## src/rtl/core/ssg_pkg.sv

```systemverilog
// ----------------------------------------------------------------------------
// ssg_pkg
// Shared types, constants and the control store of the Shell sort core.
// ----------------------------------------------------------------------------
package ssg_pkg;

	// Store geometry and data width.
	localparam int DEPTH = 64;
	localparam int AW    = $clog2(DEPTH);
	localparam int CW    = $clog2(DEPTH + 1);
	localparam int DW    = 32;

	// Sedgewick 1986 increments, enough of them that three times the
	// largest one reaches any count that fits the store.
	localparam int GAP_NUM = 4;
	localparam int KW      = $clog2(GAP_NUM);

	typedef logic [CW-1:0] gap_t;

	localparam gap_t GAPS [GAP_NUM] = '{CW'(1), CW'(5), CW'(19), CW'(41)};

	// Control store address.
	typedef logic [3:0] step_t;

	localparam step_t ST_LOAD  = 4'd0;
	localparam step_t ST_INIT  = 4'd1;
	localparam step_t ST_PASS  = 4'd2;
	localparam step_t ST_RDI   = 4'd3;
	localparam step_t ST_HOLD  = 4'd4;
	localparam step_t ST_RDJ   = 4'd5;
	localparam step_t ST_CMP   = 4'd6;
	localparam step_t ST_STORE = 4'd7;
	localparam step_t ST_NEXTK = 4'd8;
	localparam step_t ST_DECK  = 4'd9;
	localparam step_t ST_RDE   = 4'd10;
	localparam step_t ST_LDO   = 4'd11;
	localparam step_t ST_WAIT  = 4'd12;
	localparam step_t ST_ELOOP = 4'd13;
	localparam step_t ST_DONE  = 4'd14;

	// Jump conditions. A step jumps to its target when the condition holds
	// and otherwise falls through to the next step.
	typedef enum logic [3:0] {
		COND_NEVER,
		COND_ALWAYS,
		COND_NO_LAST,
		COND_GAP_GE_N,
		COND_CONT,
		COND_I_MORE,
		COND_K_ZERO,
		COND_OUT_HELD,
		COND_E_MORE
	} cond_t;

	// One control word.
	typedef struct packed {
		logic  accept_in;
		logic  ld_k;
		logic  set_i;
		logic  rd_i;
		logic  ld_hold;
		logic  rd_j;
		logic  shift;
		logic  wr_hold;
		logic  inc_i;
		logic  dec_k;
		logic  rd_e;
		logic  ld_out;
		logic  clear;
		cond_t cond;
		step_t target;
	} ctrl_t;

	// Datapath flags seen by the sequencer.
	typedef struct packed {
		logic last_xfer;
		logic gap_ge_n;
		logic cont;
		logic i_more;
		logic k_zero;
		logic out_held;
		logic e_more;
	} status_t;

	// Index of the first pass gap: one below the first increment whose
	// triple reaches the count, but never below the first increment.
	function automatic logic [KW-1:0] start_index(logic [CW-1:0] n);
		logic [KW-1:0] s;
		logic          found;
		s     = KW'(GAP_NUM - 1);
		found = 1'b0;
		for (int x = 0; x < GAP_NUM; x++) begin
			if (!found && ((CW + 2)'(GAPS[x]) * (CW + 2)'(3) >= (CW + 2)'(n))) begin
				s     = KW'(x);
				found = 1'b1;
			end
		end
		return (s == '0) ? '0 : s - KW'(1);
	endfunction

	// Control store: load, gapped insertion passes, then emission.
	function automatic ctrl_t ucode(step_t pc);
		ctrl_t c;
		c        = '0;
		c.cond   = COND_NEVER;
		c.target = ST_LOAD;
		case (pc)
			ST_LOAD: begin
				c.accept_in = 1'b1;
				c.cond      = COND_NO_LAST;
				c.target    = ST_LOAD;
			end
			ST_INIT: begin
				c.ld_k = 1'b1;
			end
			ST_PASS: begin
				c.set_i  = 1'b1;
				c.cond   = COND_GAP_GE_N;
				c.target = ST_NEXTK;
			end
			ST_RDI: begin
				c.rd_i = 1'b1;
			end
			ST_HOLD: begin
				c.ld_hold = 1'b1;
			end
			ST_RDJ: begin
				c.rd_j = 1'b1;
			end
			ST_CMP: begin
				c.shift  = 1'b1;
				c.cond   = COND_CONT;
				c.target = ST_RDJ;
			end
			ST_STORE: begin
				c.wr_hold = 1'b1;
				c.inc_i   = 1'b1;
				c.cond    = COND_I_MORE;
				c.target  = ST_RDI;
			end
			ST_NEXTK: begin
				c.cond   = COND_K_ZERO;
				c.target = ST_RDE;
			end
			ST_DECK: begin
				c.dec_k  = 1'b1;
				c.cond   = COND_ALWAYS;
				c.target = ST_PASS;
			end
			ST_RDE: begin
				c.rd_e = 1'b1;
			end
			ST_LDO: begin
				c.ld_out = 1'b1;
			end
			ST_WAIT: begin
				c.cond   = COND_OUT_HELD;
				c.target = ST_WAIT;
			end
			ST_ELOOP: begin
				c.cond   = COND_E_MORE;
				c.target = ST_RDE;
			end
			ST_DONE: begin
				c.clear  = 1'b1;
				c.cond   = COND_ALWAYS;
				c.target = ST_LOAD;
			end
			default: begin
				c.cond   = COND_ALWAYS;
				c.target = ST_LOAD;
			end
		endcase
		return c;
	endfunction

endpackage

```

## src/rtl/core/shell_sort_sedgewick_gaps_core.sv

```systemverilog
// ----------------------------------------------------------------------------
// shell_sort_sedgewick_gaps_core
// Collects signed words up to a marked last one, sorts them ascending by
// Shell sort with Sedgewick 1986 increments and streams them back out.
//
//   channel  handshake                  payload
//   item     item_valid / item_stall    value, last
//   result   result_valid / result_stall sorted_value, last_out, overflow
//
// Loading takes one cycle per item; items are refused while sorting and
// emitting. Each insertion reads its element into a hold register, then
// reads and compares down its chain, shifting each larger element up by
// the gap, and writes the held element into the place reached. Emission
// loads each result into the output register and waits while it stalls.
// Reset clears the count, the overflow flag, the step counter and the
// output valid flag. A stalled result holds the sequencer in its wait step.
// ----------------------------------------------------------------------------
module shell_sort_sedgewick_gaps_core (
	input  logic        clk,
	input  logic        arst_n,
	input  logic        item_valid,
	output logic        item_stall,
	input  logic [31:0] value,
	input  logic        last,
	output logic        result_valid,
	input  logic        result_stall,
	output logic [31:0] sorted_value,
	output logic        last_out,
	output logic        overflow
);

	ssg_pkg::ctrl_t   ctrl;
	ssg_pkg::status_t st;

	logic [ssg_pkg::CW-1:0] count_q;
	logic                   ovf_q;
	logic [ssg_pkg::KW-1:0] k_q;
	logic [ssg_pkg::AW-1:0] i_q;
	logic [ssg_pkg::AW-1:0] pos_q;
	logic [ssg_pkg::CW-1:0] e_q;
	logic [ssg_pkg::DW-1:0] hold_q;
	logic                   result_valid_q;
	logic [ssg_pkg::DW-1:0] sorted_value_q;
	logic                   last_out_q;
	logic                   overflow_q;

	logic                   accept;
	logic                   room;
	logic                   gt;
	ssg_pkg::gap_t          gap;
	logic [ssg_pkg::AW-1:0] pos_minus;
	logic                   we;
	logic [ssg_pkg::AW-1:0] waddr;
	logic [ssg_pkg::DW-1:0] wdata;
	logic                   re;
	logic [ssg_pkg::AW-1:0] raddr;
	logic [ssg_pkg::DW-1:0] rdata;

	ssg_seq u_seq (
		.clk    (clk),
		.arst_n (arst_n),
		.st     (st),
		.ctrl   (ctrl)
	);

	ssg_ram #(
		.WIDTH (ssg_pkg::DW),
		.DEPTH (ssg_pkg::DEPTH)
	) u_store (
		.clk   (clk),
		.we    (we),
		.waddr (waddr),
		.wdata (wdata),
		.re    (re),
		.raddr (raddr),
		.rdata (rdata)
	);

	// Input transfer and datapath terms.
	assign item_stall = !ctrl.accept_in;
	assign accept     = item_valid && ctrl.accept_in;
	assign room       = count_q < ssg_pkg::CW'(ssg_pkg::DEPTH);
	assign gap        = ssg_pkg::GAPS[k_q];
	assign pos_minus  = pos_q - gap[ssg_pkg::AW-1:0];
	assign gt         = $signed(rdata) > $signed(hold_q);

	// Status flags for the sequencer.
	always_comb begin
		st.last_xfer = accept && last;
		st.gap_ge_n  = gap >= count_q;
		st.cont      = gt && ((ssg_pkg::CW + 1)'(pos_q) >= (ssg_pkg::CW + 1)'({gap, 1'b0}));
		st.i_more    = (ssg_pkg::CW'(i_q) + ssg_pkg::CW'(1)) < count_q;
		st.k_zero    = k_q == '0;
		st.out_held  = result_valid_q && result_stall;
		st.e_more    = e_q < count_q;
	end

	// Store ports: loading, shifting a larger element up, placing the held one.
	always_comb begin
		we    = (accept && room) || (ctrl.shift && gt) || ctrl.wr_hold;
		waddr = accept ? count_q[ssg_pkg::AW-1:0] : pos_q;
		wdata = accept ? value : (ctrl.shift ? rdata : hold_q);
		re    = ctrl.rd_i || ctrl.rd_j || ctrl.rd_e;
		raddr = ctrl.rd_i ? i_q : (ctrl.rd_j ? pos_minus : e_q[ssg_pkg::AW-1:0]);
	end

	// Item count and overflow flag.
	always_ff @(posedge clk or negedge arst_n) begin
		if (!arst_n) begin
			count_q <= '0;
			ovf_q   <= 1'b0;
		end else if (ctrl.clear) begin
			count_q <= '0;
			ovf_q   <= 1'b0;
		end else if (accept) begin
			if (room) begin
				count_q <= count_q + ssg_pkg::CW'(1);
			end else begin
				ovf_q <= 1'b1;
			end
		end
	end

	// Pass, insertion and emission indexes.
	always_ff @(posedge clk) begin
		if (ctrl.ld_k) begin
			k_q <= ssg_pkg::start_index(count_q);
		end else if (ctrl.dec_k) begin
			k_q <= k_q - ssg_pkg::KW'(1);
		end
		if (ctrl.set_i) begin
			i_q <= gap[ssg_pkg::AW-1:0];
		end else if (ctrl.inc_i) begin
			i_q <= i_q + ssg_pkg::AW'(1);
		end
		if (ctrl.rd_i) begin
			pos_q <= i_q;
		end else if (ctrl.shift && gt) begin
			pos_q <= pos_minus;
		end
		if (ctrl.ld_hold) begin
			hold_q <= rdata;
		end
		if (ctrl.ld_k) begin
			e_q <= '0;
		end else if (ctrl.ld_out) begin
			e_q <= e_q + ssg_pkg::CW'(1);
		end
	end

	// Output register.
	always_ff @(posedge clk or negedge arst_n) begin
		if (!arst_n) begin
			result_valid_q <= 1'b0;
		end else if (ctrl.ld_out) begin
			result_valid_q <= 1'b1;
		end else if (result_valid_q && !result_stall) begin
			result_valid_q <= 1'b0;
		end
	end

	always_ff @(posedge clk) begin
		if (ctrl.ld_out) begin
			sorted_value_q <= rdata;
			last_out_q     <= (e_q + ssg_pkg::CW'(1)) == count_q;
			overflow_q     <= ovf_q;
		end
	end

	assign result_valid = result_valid_q;
	assign sorted_value = sorted_value_q;
	assign last_out     = last_out_q;
	assign overflow     = overflow_q;

	// The held element is always placed inside the loaded range.
	a_hold_in_range: assert property (@(posedge clk) disable iff (!arst_n)
		ctrl.wr_hold |-> (ssg_pkg::CW'(pos_q) < count_q))
		else $error("held element placed beyond the loaded count");

	// A compare read never steps below the start of the store.
	a_read_nonneg: assert property (@(posedge clk) disable iff (!arst_n)
		ctrl.rd_j |-> (pos_q >= gap[ssg_pkg::AW-1:0]))
		else $error("compare read index went negative");

	// A result is only loaded into an empty output register.
	a_out_free: assert property (@(posedge clk) disable iff (!arst_n)
		ctrl.ld_out |-> !result_valid_q)
		else $error("output register overwritten before transfer");

	// Loading resumes only after every result has been transferred.
	a_idle_out: assert property (@(posedge clk) disable iff (!arst_n)
		ctrl.accept_in |-> !result_valid_q)
		else $error("item accepted while a result is pending");

	// The count never passes the store depth.
	a_count_bound: assert property (@(posedge clk) disable iff (!arst_n)
		accept && !room |=> count_q == ssg_pkg::CW'(ssg_pkg::DEPTH) && ovf_q)
		else $error("dropped item changed the count or missed the flag");

endmodule

```

## src/rtl/core/ssg_ram.sv

```systemverilog
// ----------------------------------------------------------------------------
// ssg_ram
// Generic single-write, single-read memory with a registered read port.
// ----------------------------------------------------------------------------
module ssg_ram #(
	parameter int WIDTH = 32,
	parameter int DEPTH = 64
) (
	input  logic                     clk,
	input  logic                     we,
	input  logic [$clog2(DEPTH)-1:0] waddr,
	input  logic [WIDTH-1:0]         wdata,
	input  logic                     re,
	input  logic [$clog2(DEPTH)-1:0] raddr,
	output logic [WIDTH-1:0]         rdata
);

	logic [WIDTH-1:0] mem_q [DEPTH];
	logic [WIDTH-1:0] rdata_q;

	// Write port.
	always_ff @(posedge clk) begin
		if (we) begin
			mem_q[waddr] <= wdata;
		end
	end

	// Registered read port.
	always_ff @(posedge clk) begin
		if (re) begin
			rdata_q <= mem_q[raddr];
		end
	end

	assign rdata = rdata_q;

endmodule

```

## src/rtl/core/ssg_seq.sv

```systemverilog
// ----------------------------------------------------------------------------
// ssg_seq
// Microcode sequencer: step counter, control store and conditional jumps.
// ----------------------------------------------------------------------------
module ssg_seq (
	input  logic             clk,
	input  logic             arst_n,
	input  ssg_pkg::status_t st,
	output ssg_pkg::ctrl_t   ctrl
);

	ssg_pkg::step_t pc_q;
	logic           take;

	// Current control word.
	assign ctrl = ssg_pkg::ucode(pc_q);

	// Jump condition select.
	always_comb begin
		case (ctrl.cond)
			ssg_pkg::COND_NEVER:    take = 1'b0;
			ssg_pkg::COND_ALWAYS:   take = 1'b1;
			ssg_pkg::COND_NO_LAST:  take = !st.last_xfer;
			ssg_pkg::COND_GAP_GE_N: take = st.gap_ge_n;
			ssg_pkg::COND_CONT:     take = st.cont;
			ssg_pkg::COND_I_MORE:   take = st.i_more;
			ssg_pkg::COND_K_ZERO:   take = st.k_zero;
			ssg_pkg::COND_OUT_HELD: take = st.out_held;
			ssg_pkg::COND_E_MORE:   take = st.e_more;
			default:                take = 1'b0;
		endcase
	end

	// Step counter.
	always_ff @(posedge clk or negedge arst_n) begin
		if (!arst_n) begin
			pc_q <= ssg_pkg::ST_LOAD;
		end else if (take) begin
			pc_q <= ctrl.target;
		end else begin
			pc_q <= pc_q + ssg_pkg::step_t'(1);
		end
	end

endmodule

```

## config.mk

```make
export PLATFORM = sky130hd
export DESIGN_NAME = shell_sort_sedgewick_gaps_core
export DESIGN_NICKNAME = d
export VERILOG_FILES = /design/src/rtl/core/ssg_pkg.sv /design/src/rtl/core/shell_sort_sedgewick_gaps_core.sv /design/src/rtl/core/ssg_ram.sv /design/src/rtl/core/ssg_seq.sv
export SDC_FILE = /design/constraint.sdc
export NUM_CORES = 2
export LEC_CHECK = 0
export CAP_MARGIN = 15
export CORE_ASPECT_RATIO = 0.8
export CORE_UTILIZATION = 35
export CTS_CLUSTER_DIAMETER = 200
export DETAILED_ROUTE_END_ITERATION = 7
export DONT_BUFFER_PORTS = 1
export SLEW_MARGIN = 20
export SYNTH_ARGS = -nofsm -noshare
export SYNTH_HDL_FRONTEND = slang
export SYNTH_SLANG_ARGS = --single-unit
```

## constraint.sdc

```tcl
create_clock -name clk -period 5.6 [get_ports clk]
set_input_delay 1.12 -clock clk [delete_from_list [all_inputs] [get_ports clk]]
set_output_delay 1.12 -clock clk [all_outputs]
set_load 0.05 [all_outputs]
```

==> run summary <==
Status: finished clean
Syn nets: 6657
Register area share after synthesis: 0.734
Psw: 21.8 mW
Power Internal: 33.7 mW
Via count: 59100
Final core occ: 0.404
End point of the critical path: u_store.rdata[12]
Layout cells sized above 1: 0.121
Num rows: 165
Yosys reg bits: 2180
Slew Viols, Final: 0
Post-CTS setup buffers: 0
HP Class: input port to flop
Worst reg-to-reg path cell count: 12
Nets: 6726
Dpl ws: 416 ps
Synth top area share: 0.729
Switching part of the total: 0.393
Total of max-cap violations: 0
Hold WS: 387 ps
Top FF cell, synth: edfxtp_1
Synthesized area: 89000 µm²
Setup crit end kind: flop
Critical path arrival: 6000 ps
Most common cell after layout, fill and taps aside: edfxtp_1
Final hold vios: 0
Netlist cell types: 72
GR peak layer: met1
Setup CP Type: flop to flop
Startpoint types: flop
Slew headroom: 0.201
Power density over the cells: 544 nW/µm²
Met3 GRT Util: 0.0620
Required @ worst endpoint: 6130 ps
Setup violations, final: 0
GPL Wtd Cong: 0.960
Worst r2r src: k_q[0]
Iter 0 DRT Violations: 9638
Largest net degree at the start of global routing: 99
CP Launch Point: k_q[0]
Initial antenna violation count: 29
Post-route cell area: 102000 µm²
I/O pin cnt: 73
Die width: 566 µm
Final min period: 5470 ps
Overflow after GRT: 0
Placed wire-length estimate: 180000 µm
Synth Warn #: 0
Max Clk Rate: 183 MHz
Drt wl/cell: 28.9 µm
Initial DRT Pass Iterations: 5
Layout Area Growth over Synthesis: 14.6%
Clock root buffer: clkbuf_16
Total CTS buffers: 216
M2 GR Usage: 0.314
Setup TNS: 0 ps
Worst clock skew: 82.5 ps
CTS tree: built
Max Buffers Root-to-Sink: 4
Combinational share of power: 0.371
Vias per cell: 5.83
Die Area: 256000 µm²
CTS HTree Levels: 4
Clk_lat worst skew: 890 ps
Worst reg2reg endpoint: u_store.rdata[12]
Synth area leaders: edfxtp_1 73%, nand2_1 6.9%, and3_1 2.6%, a211oi_1 2.2%, a311oi_1 2.2%
Worst Max-Slew Pin Slew: 1190 ps
Critical path peak fanout: 79
Sequential fraction of design power: 0.378
Most frequent cells in the layout: 2160 x edfxtp_1, 1634 x nand2_1, 375 x and3_1
Post-synth EDFFs: 2160
Clock transition at the registers of the reported paths: 60 ps
RSZ-0062 raised after global routing: false
Detailed-route wire length: 292000 µm
Initial Util: 0.352
Yosys top cell by area: edfxtp_1
Vias in the first global route: 54100
Residual DRC: 0
Leak Pwr: 34.1 nW
DP Area: 95300 µm²
Num Clock Sinks: 2180
Global-route wire length before repair: 409000 µm
PortBufs: 0
Syn Inst Count: 6550
Fin worst setup slack: 132 ps
Tcrit/Tclk final: 0.976
Final ANT Viol Nets: 0
Core ar.: 253000 µm²
Met1 Use GR: 0.327
Maximum vdd drop: 0.000504 V
Global Route Usage Sum: 0.222
Clk pwr share: 0.251
Die Height: 453 µm
Mean Syn Cell Area: 13.6 µm²
Reg2reg setup slack: 130 ps
Async set or reset register ratio after synthesis: 0.00596
-- repair_timing --
item,4_1_cts,5_1_grt
gates resized for setup,0,1
hold buffers,1,0
endpoints found under the hold margin,13,0
endpoints found under the setup margin,0,1
-- through the flow --
stage,power (mW),cells
5_1_grt,56.9,10100
3_3_place_gp,41.1,9738
3_5_place_dp,41.2,9739
4_1_cts,55.0,10100
2_1_floorplan,31.4,6550
6_report,55.4,10100
-- final cells by class --
class	count	area, µm²
tap	3340	4180
clock inverter	115	910
fill	23100	151000
timing repair buffer	340	3530
clock buffer	266	5660
inverter	54	203
multi-input combinational	3827	22100
antenna	6	15.0
sequential	2180	65300
-- synthesized netlist by cell type, drive strengths merged (8+ instances only) --
| library cell | number |
|---|---|
| a211oi | 263 |
| a21oi | 67 |
| a22o | 59 |
| a311o | 25 |
| a311oi | 224 |
| a31o | 34 |
| a31oi | 198 |
| and3 | 376 |
| buf | 252 |
| clkbuf | 237 |
| dfrtp | 13 |
| edfxtp | 2160 |
| ha | 69 |
| inv | 54 |
| mux2 | 37 |
| nand2 | 1638 |
| nand2b | 8 |
| nand3 | 371 |
| nand4 | 9 |
| nor2 | 62 |
| nor2b | 9 |
| nor3 | 71 |
| nor4 | 33 |
| o2111ai | 26 |
| o211ai | 8 |
| o21ai | 71 |
| o31ai | 34 |
| o32ai | 33 |
| xnor2 | 13 |
| xor2 | 12 |
-- worst min path at each step --
| stage | start | to | slack, ps | cells after the start |
|---|---|---|---|---|
| floorplan | ovf_q | overflow | 430 | 0 |
| detailed placement | ovf_q | overflow | 450 | 0 |
| finish | result_stall | result_valid | 390 | 2 |
| global placement | ovf_q | overflow | 450 | 0 |
| CTS | result_stall | result_valid | 350 | 2 |
| global route | result_stall | result_valid | 390 | 2 |
-- power by group through the flow --
stage | combinational, mW | sequential (mW) | clock (mW)
6_report | 20.6 | 21.0 | 13.9
4_1_cts | 20.1 | 20.9 | 14.0
5_1_grt | 21.3 | 20.9 | 14.6
3_5_place_dp | 20.0 | 21.2 | 0
3_3_place_gp | 19.8 | 21.2 | 0
2_1_floorplan | 10.1 | 21.4 | 0
-- kinds of logic after synthesis --
group,count (synthesis),share of synthesized area
AND/OR/NAND/NOR,2606,0.130
flip-flops,2180,0.734
AO/OA/AOI/OAI,1083,0.0915
buffers and inverters,543,0.0268
adder cells (fa/ha/maj),70,0.00993
multiplexers,43,0.00536
XOR/XNOR,25,0.00246
-- sequential cells by signal (all words and copies together), names as in the netlist, 2 cells and up --
| signal | count |
|---|---|
| e_q | 7 |
| count_q | 7 |
| u_store.mem_q | 2048 |
| pos_q | 6 |
| hold_q | 32 |
| sorted_value | 32 |
| i_q | 6 |
| k_q | 2 |
| u_seq.pc_q | 4 |
| u_store.rdata | 32 |
-- critical path: stages, from the launching register on --
cell and delay (ps):
edfxtp_1 440, inv_1 110, ha_1 280, fa_1 470, nor2_1 110, mux2i_1 150, o21ai_4 870, buf_12 410
a211oi_1 120, a31o_2 240, o2111ai_1 640, o31ai_1 220, nor4_1 980
-- layer usage --
layer,share of wire,vias up
li1,-,25100
met4,0.033,10
met1,0.41,29800
met5,0.00033,-
met3,0.13,479
met2,0.42,3693
(Power assumes the default switching activity.)
